===== config.mk =====
export PLATFORM = sky130hd
export DESIGN_NAME = waveform_generator_unit
export DESIGN_NICKNAME = d
export VERILOG_FILES = /design/src/design/wfg_pkg.sv /design/src/design/wfg_step.sv /design/src/design/waveform_generator_unit.sv
export SDC_FILE = /design/constraint.sdc
export NUM_CORES = 1
export LEC_CHECK = 0
export BUFFER_PORTS_ARGS = -buffer_cell sky130_fd_sc_hd__buf_2
export CAP_MARGIN = 20
export CORE_AREA = 2 2 108 110
export CTS_BUF_LIST = sky130_fd_sc_hd__clkbuf_4 sky130_fd_sc_hd__clkbuf_8
export DETAILED_ROUTE_END_ITERATION = 8
export DIE_AREA = 0 0 110 112
export SLEW_MARGIN = 20
export SYNTH_ARGS = -nofsm -noshare
export SYNTH_HDL_FRONTEND = slang
export SYNTH_SLANG_ARGS = --single-unit

===== constraint.sdc =====
create_clock -name clk -period 8.2 [get_ports clk]
set_input_delay 2.46 -clock clk [delete_from_list [all_inputs] [get_ports clk]]
set_output_delay 2.46 -clock clk [all_outputs]
set_load 0.01 [all_outputs]

===== src/design/wfg_pkg.sv =====
// ----------------------------------------------------------------------------
// wfg_pkg
// Shared types, constants and the sine table of the waveform generator.
// ----------------------------------------------------------------------------
`default_nettype none

package wfg_pkg;

    // Register map: register index i sits at byte address 4*i.
    localparam int ADDR_W    = 3;
    localparam int DATA_W    = 32;
    localparam logic REG_WAVE_MODE  = 1'b0;
    localparam logic REG_STEP_DELAY = 1'b1;

    localparam int SINE_POINTS = 32;
    localparam int ROM_SIZE    = 32;
    localparam int ROM_IDX_W   = $clog2(ROM_SIZE);
    localparam int SQUARE_HALF = 17;
    localparam int SQUARE_LEN  = 2 * SQUARE_HALF;

    // The position counter serves both the sine table and the square period.
    localparam int SINE_IDX_W = $clog2(SINE_POINTS);
    localparam int SQ_IDX_W   = $clog2(SQUARE_LEN);
    localparam int STEP_W     = (SINE_IDX_W > SQ_IDX_W) ? SINE_IDX_W : SQ_IDX_W;

    localparam int TICK_W  = 12;
    localparam int LEVEL_W = 8;
    localparam int DELAY_W = 8;

    typedef enum logic [1:0] {
        MODE_SINE     = 2'd0,
        MODE_TRIANGLE = 2'd1,
        MODE_SAWTOOTH = 2'd2,
        MODE_SQUARE   = 2'd3
    } wave_mode_t;

    typedef struct packed {
        logic [TICK_W-1:0]  tick_count;
        logic [STEP_W-1:0]  step_index;
        logic [LEVEL_W-1:0] level;
        logic               rising;
    } wave_state_t;

    localparam wave_state_t STATE_CLEAR = '{
        tick_count: '0,
        step_index: '0,
        level:      '0,
        rising:     1'b1
    };

    typedef logic [LEVEL_W-1:0] rom_t [ROM_SIZE];

    localparam rom_t SINE_ROM = '{
        8'd128, 8'd152, 8'd176, 8'd198, 8'd217, 8'd233, 8'd245, 8'd252,
        8'd255, 8'd252, 8'd245, 8'd233, 8'd217, 8'd198, 8'd176, 8'd152,
        8'd128, 8'd103, 8'd79,  8'd57,  8'd38,  8'd22,  8'd10,  8'd3,
        8'd1,   8'd3,   8'd10,  8'd22,  8'd38,  8'd57,  8'd79,  8'd103
    };

    // Table entry for a sine position when the point count differs from the
    // table size.
    function automatic logic [LEVEL_W-1:0] sine_level(input logic [STEP_W-1:0] idx);
        int scaled;
        scaled = (int'(idx) * ROM_SIZE) / SINE_POINTS;
        return SINE_ROM[scaled[ROM_IDX_W-1:0]];
    endfunction

endpackage

`default_nettype wire


===== src/design/wfg_step.sv =====
// ----------------------------------------------------------------------------
// wfg_step
// Next-state and result logic for one tick of the waveform generator.
// ----------------------------------------------------------------------------
`default_nettype none

module wfg_step (
    input  wfg_pkg::wave_state_t                 state,
    input  wfg_pkg::wave_mode_t                  wave_mode,
    input  logic [wfg_pkg::DELAY_W-1:0]          step_delay,
    input  logic                                 run,
    output wfg_pkg::wave_state_t                 state_next,
    output logic [wfg_pkg::LEVEL_W-1:0]          sample_next,
    output logic                                 new_step_next
);

    logic [wfg_pkg::DELAY_W:0]    delay_ext;
    logic [wfg_pkg::TICK_W-1:0]   step_len;
    logic [wfg_pkg::TICK_W:0]     tick_inc;
    logic [wfg_pkg::STEP_W-1:0]   sine_idx;
    logic [wfg_pkg::STEP_W-1:0]   sq_idx;
    logic [wfg_pkg::STEP_W-1:0]   sine_idx_inc;
    logic [wfg_pkg::STEP_W-1:0]   sq_idx_inc;
    logic [wfg_pkg::LEVEL_W-1:0]  tri_level;
    wfg_pkg::wave_state_t         stepped;

    // A delay of zero stands for 256; sine and sawtooth hold ten times longer.
    assign delay_ext = {(step_delay == '0), step_delay};

    always_comb
    begin
        if (wave_mode == wfg_pkg::MODE_SINE || wave_mode == wfg_pkg::MODE_SAWTOOTH)
        begin
            step_len = wfg_pkg::TICK_W'({delay_ext, 3'b000})
                     + wfg_pkg::TICK_W'({delay_ext, 1'b0});
        end
        else
        begin
            step_len = wfg_pkg::TICK_W'(delay_ext);
        end
    end

    // The position is always below twice either sequence length.
    assign sine_idx = (state.step_index >= wfg_pkg::STEP_W'(wfg_pkg::SINE_POINTS))
                    ? state.step_index - wfg_pkg::STEP_W'(wfg_pkg::SINE_POINTS)
                    : state.step_index;
    assign sq_idx   = (state.step_index >= wfg_pkg::STEP_W'(wfg_pkg::SQUARE_LEN))
                    ? state.step_index - wfg_pkg::STEP_W'(wfg_pkg::SQUARE_LEN)
                    : state.step_index;

    assign sine_idx_inc = (sine_idx == wfg_pkg::STEP_W'(wfg_pkg::SINE_POINTS - 1))
                        ? '0 : sine_idx + 1'b1;
    assign sq_idx_inc   = (sq_idx == wfg_pkg::STEP_W'(wfg_pkg::SQUARE_LEN - 1))
                        ? '0 : sq_idx + 1'b1;

    assign tri_level = state.rising ? state.level + 1'b1 : state.level - 1'b1;

    always_comb
    begin
        stepped = state;
        unique case (wave_mode)
            wfg_pkg::MODE_SINE:
            begin
                stepped.level      = wfg_pkg::sine_level(sine_idx);
                stepped.step_index = sine_idx_inc;
            end
            wfg_pkg::MODE_TRIANGLE:
            begin
                stepped.level = tri_level;
                if (state.rising && tri_level == '1)
                begin
                    stepped.rising = 1'b0;
                end
                else if (!state.rising && tri_level == '0)
                begin
                    stepped.rising = 1'b1;
                end
            end
            wfg_pkg::MODE_SAWTOOTH:
            begin
                stepped.level = state.level + wfg_pkg::LEVEL_W'(4);
            end
            wfg_pkg::MODE_SQUARE:
            begin
                stepped.level = (sq_idx < wfg_pkg::STEP_W'(wfg_pkg::SQUARE_HALF))
                              ? '0 : '1;
                stepped.step_index = sq_idx_inc;
            end
        endcase
    end

    assign tick_inc = {1'b0, state.tick_count} + 1'b1;

    always_comb
    begin
        if (!run)
        begin
            state_next    = wfg_pkg::STATE_CLEAR;
            sample_next   = '0;
            new_step_next = 1'b0;
        end
        else
        begin
            state_next = (state.tick_count == '0) ? stepped : state;
            // A shortened delay ends the step as soon as the count reaches it.
            state_next.tick_count = (tick_inc >= {1'b0, step_len})
                                  ? '0 : tick_inc[wfg_pkg::TICK_W-1:0];
            sample_next   = state_next.level;
            new_step_next = (state.tick_count == '0);
        end
    end

endmodule

`default_nettype wire


===== src/design/waveform_generator_unit.sv =====
// ----------------------------------------------------------------------------
// waveform_generator_unit
// Sine, triangle, sawtooth and square generator producing one 8-bit level per
// tick request, with mode and step delay set through an APB-style port.
// ----------------------------------------------------------------------------
//  channel | direction | handshake            | payload
//  --------+-----------+----------------------+-------------------
//  in      | request   | in_valid / in_stall  | run
//  out     | result    | out_valid / out_stall| sample, new_step
//  cfg     | APB write | psel/penable/pready  | paddr, pwdata, prdata
//
//  A request is taken each cycle unless stalled; its result is out next cycle.
//  The waveform state updates in a single pass between the state registers
//  and the result register, so the next request never waits on the last.
//  in_stall is raised only while a held result is stalled at the output.
//  Reset clears the waveform state, selects sine and sets the delay to one.
// ----------------------------------------------------------------------------
`default_nettype none

module waveform_generator_unit (
    input  logic                          clk,
    input  logic                          rst_n,
    input  logic                          in_valid,
    output logic                          in_stall,
    input  logic                          run,
    output logic                          out_valid,
    input  logic                          out_stall,
    output logic [wfg_pkg::LEVEL_W-1:0]   sample,
    output logic                          new_step,
    input  logic                          psel,
    input  logic                          penable,
    input  logic                          pwrite,
    input  logic [wfg_pkg::ADDR_W-1:0]    paddr,
    input  logic [wfg_pkg::DATA_W-1:0]    pwdata,
    output logic [wfg_pkg::DATA_W-1:0]    prdata,
    output logic                          pready
);

    wfg_pkg::wave_mode_t               wave_mode_reg;
    logic [wfg_pkg::DELAY_W-1:0]       step_delay_reg;
    wfg_pkg::wave_state_t              state_reg;
    wfg_pkg::wave_state_t              state_next;
    logic                              out_valid_reg;
    logic [wfg_pkg::LEVEL_W-1:0]       sample_reg;
    logic [wfg_pkg::LEVEL_W-1:0]       sample_next;
    logic                              new_step_reg;
    logic                              new_step_next;
    logic                              in_accept;
    logic                              cfg_write;

    assign pready    = 1'b1;
    assign cfg_write = psel && penable && pwrite;

    always_ff @(posedge clk or negedge rst_n)
    begin
        if (!rst_n)
        begin
            wave_mode_reg  <= wfg_pkg::MODE_SINE;
            step_delay_reg <= wfg_pkg::DELAY_W'(1);
        end
        else if (cfg_write)
        begin
            unique case (paddr[2])
                wfg_pkg::REG_WAVE_MODE:  wave_mode_reg  <= wfg_pkg::wave_mode_t'(pwdata[1:0]);
                wfg_pkg::REG_STEP_DELAY: step_delay_reg <= pwdata[wfg_pkg::DELAY_W-1:0];
            endcase
        end
    end

    always_comb
    begin
        unique case (paddr[2])
            wfg_pkg::REG_WAVE_MODE:  prdata = wfg_pkg::DATA_W'(wave_mode_reg);
            wfg_pkg::REG_STEP_DELAY: prdata = wfg_pkg::DATA_W'(step_delay_reg);
        endcase
    end

    assign in_stall  = out_valid_reg && out_stall;
    assign in_accept = in_valid && !in_stall;

    wfg_step u_step (
        .state         (state_reg),
        .wave_mode     (wave_mode_reg),
        .step_delay    (step_delay_reg),
        .run           (run),
        .state_next    (state_next),
        .sample_next   (sample_next),
        .new_step_next (new_step_next)
    );

    always_ff @(posedge clk or negedge rst_n)
    begin
        if (!rst_n)
        begin
            state_reg     <= wfg_pkg::STATE_CLEAR;
            out_valid_reg <= 1'b0;
        end
        else
        begin
            if (in_accept)
            begin
                state_reg <= state_next;
            end
            if (!in_stall)
            begin
                out_valid_reg <= in_valid;
            end
        end
    end

    always_ff @(posedge clk)
    begin
        if (in_accept)
        begin
            sample_reg   <= sample_next;
            new_step_reg <= new_step_next;
        end
    end

    assign out_valid = out_valid_reg;
    assign sample    = sample_reg;
    assign new_step  = new_step_reg;

endmodule

`default_nettype wire


==> impl_metrics.env <==
export IMPL_outcome="finished clean"
export IMPL_cap_violations=0
export IMPL_syn_area_um2=4680
export IMPL_grt_max_degree=39
export IMPL_worstMarginPinSlew_ns=0.925
export IMPL_avgSynthCellArea_um2=8.32
export IMPL_path_common_cell="buf_2"
export IMPL_rows=39
export IMPL_grt_pass1_vias=3897
export IMPL_port_buffers=35
export IMPL_grt_antenna_before_repair=0
export IMPL_fin_crit_sh_pct=68.0
export IMPL_setup_ws_ns=2.62
export IMPL_fin_area_um2=4940
export IMPL_synth_cell_types=71
export IMPL_cp_slowest_cell="mux2_2"
export IMPL_p_sw_share_pct=45.1
export IMPL_startpoint_type="input pin"
export IMPL_p_leak_nw=2.12
export IMPL_cts_setup_buffers=0
export IMPL_diodes=0
export IMPL_htree_levels=2
export IMPL_synth_seq_cells=47
export IMPL_syn_to_final_growth_pct=5.62
export IMPL_period_needed_ns=5.58
export IMPL_finalMaxSlewViolations=0
export IMPL_max_freq_mhz=179
export IMPL_syn_inst=562
export IMPL_hp_class="register to register"
export IMPL_gr_usage_all_layers_pct=19.0
export IMPL_wirelength_um=11500
export IMPL_max_stage_delay_ns=0.34
export IMPL_ant_nets=0
export IMPL_cts_root_buf="clkbuf_8"
export IMPL_wl_per_cell_um=15.9
export IMPL_initial_utilization_pct=41.9
export IMPL_grt_pass1_wl_um=19300
export IMPL_post_place_ws_ns=2.62
export IMPL_finClkSkew_ns=0.00404
export IMPL_die_y_um=112
export IMPL_die_area_um2=12300
export IMPL_hold_violations=0
export IMPL_crit_type="input pin to output pin"
export IMPL_crit_arrival_ns=3.12
export IMPL_crit_required_ns=5.74
export IMPL_power_frac_seq_pct=31.3
export IMPL_via_count=4124
export IMPL_yosysWarnings=0
export IMPL_clk_latency_ns=0.30
export IMPL_yosys_most_used_dff="dfrtp_1"
export IMPL_drt_iter0_drc=204
export IMPL_setup_viol=0
export IMPL_endpoint_kind="output pin"
export IMPL_stdcell_count=719
export IMPL_placed_cells=711
export IMPL_fin_util_pct=44.2
export IMPL_cts_tree="built"
export IMPL_synthArstFlopShare_pct=80.9
export IMPL_cts_max_path_buffers=2
export IMPL_place_area_um2=4820
export IMPL_setup_tns_ns=0
export IMPL_num_io_pins=87
export IMPL_power_density_nw_per_um2=240
export IMPL_layout_drive_gt1_share_pct=12.7
export IMPL_clkPwrFrac_pct=15.5
export IMPL_synth_edf_count=9
export IMPL_vias_per_cell=5.74
export IMPL_peakVddDrop_v=0.000118
export IMPL_place_hpwl_um=8460
export IMPL_cp_max_fo=11
export IMPL_die_width_um=110
export IMPL_place_gp_congestion=0.850
export IMPL_ys_seq_area_share_pct=26.2
export IMPL_cts_sinks=47
export IMPL_cts_resized_gates=0
export IMPL_core_area_um2=11200
export IMPL_rsz0062_at_grt="false"
export IMPL_crit_chain="buf_2 -> mux2_2 -> buf_2"
export IMPL_switchingPower_uw=535
export IMPL_clkTransAtPathRegs_ns=0.09
export IMPL_cts_buffers=5
export IMPL_first_pass_iters=4
export IMPL_p_comb_share_pct=53.2
export IMPL_largest_reg_flops=27
export IMPL_finalNetCount=663
export IMPL_grt_remaining_overflow=0
export IMPL_fillers=1089
export IMPL_drc=0
export IMPL_p_int_uw=651
export IMPL_holdBufCountCts=0
export IMPL_slew_headroom_pct=38.3
[cell families after synthesis]
group | synth area share [%]
other | 0.161
flip-flops | 26.2
multiplexers | 5.70
XOR/XNOR | 5.43
AND/OR/NAND/NOR | 22.3
adder cells (fa/ha/maj) | 12.4
AO/OA/AOI/OAI | 20.0
buffers and inverters | 7.92
[metrics by stage]
step	hold WS, ns	power [mW]
floorplan	0.496	0.851
global placement	0.554	0.979
detailed placement	0.561	1.00
CTS	0.584	1.18
global route	0.630	1.29
finish	0.557	1.19
[path summary, 6_finish.rpt]
path	start	endpoint	slack [ns]	cells past startpoint
worst max-delay path	paddr[2]	prdata[1]	2.62	3
worst min-delay path	out_valid	out_valid	0.56	2
worst max register to register	state_reg[11]	sample[6]	4.12	12
worst min register to register	out_valid	out_valid	0.56	2
max in group asynchronous	rst_n	state_reg[4]	5.34	1
min in group asynchronous	rst_n	step_delay_reg[2]	2.29	1
[cells in the final DEF, fill, tap and decap left out, types with 3 or more instances in the layout]
master,netlist,routed
buf_2,5,35
a21oi_1,22,22
o21ai_0,38,38
mux2i_1,12,12
and2_1,13,13
or3_1,3,3
inv_1,19,19
or2_2,4,4
ha_1,43,43
nand4_1,10,10
o211ai_1,5,5
o31ai_1,8,8
a31oi_1,4,4
o21ai_1,3,3
conb_1,2,25
a211oi_1,11,11
nor3_1,12,12
nand3_1,14,14
a21o_1,5,5
a211o_1,3,3
a221oi_1,3,3
nor4_1,5,5
a31o_2,4,4
edfxtp_1,9,9
nand3b_1,3,3
dfrtp_1,36,36
nor3b_1,5,5
nor2b_1,11,11
mux2_2,13,13
nand2_1,56,56
xnor2_1,20,20
nand2b_1,7,7
xor2_1,9,9
and3_1,8,8
clkbuf_8,0,6
nor2_1,43,43
[layer usage]
layer / vias to the layer above / global-route usage, % / routed length [µm] / share of wire, %
met5: - / 0 / 0 / 0
met4: 0 / 3.29 / 144 / 1.3
met3: 14 / 2.28 / 446 / 3.9
met2: 111 / 30.7 / 5490 / 48
met1: 1985 / 27.5 / 5380 / 47
li1: 2014 / - / - / -
[synthesized netlist by cell type (7+ instances only)]
master	instances	area [µm²]
inv_1	19	71.3
nand4_1	10	62.6
and3_1	8	50.1
clkbuf_1	20	75.1
mux2i_1	12	120
edfxtp_1	9	270
nor2b_1	11	68.8
nand3_1	14	70.1
nor2_1	43	161
a211oi_1	11	82.6
mux2_2	13	146
nor3_1	12	60.1
nand2_1	56	210
dfrtp_1	36	901
xnor2_1	20	175
ha_1	43	538
nand2b_1	7	43.8
o31ai_1	8	60.1
buf_4	25	188
a21oi_1	22	110
o21ai_0	38	190
xor2_1	9	78.8
and2_1	13	81.3
[critical path: cells and delay by family]
| family | cells | cell delay [ns] |
|---|---|---|
| buffers and inverters | 2 | 0.32 |
| muxes | 1 | 0.34 |
[area by class of cell]
cell class	count	area, µm²	area share [%]
well taps	143	179	3.62
flip-flops and latches	47	1220	24.8
clock buffers	6	82.6	1.67
inverters	20	75.1	1.52
multi-input cells	466	3170	64.2
repair buffers	35	175	3.55
clock inverters	2	35.0	0.709
[power by group through the flow]
| stage | sequential [mW] | clock [mW] | combinational [mW] |
|---|---|---|---|
| 2_1_floorplan | 0.333 | 0 | 0.518 |
| 3_3_place_gp | 0.375 | 0 | 0.604 |
| 3_5_place_dp | 0.375 | 0 | 0.624 |
| 4_1_cts | 0.371 | 0.185 | 0.629 |
| 5_1_grt | 0.383 | 0.196 | 0.711 |
| 6_report | 0.372 | 0.183 | 0.631 |
(Power assumes the default switching activity.)
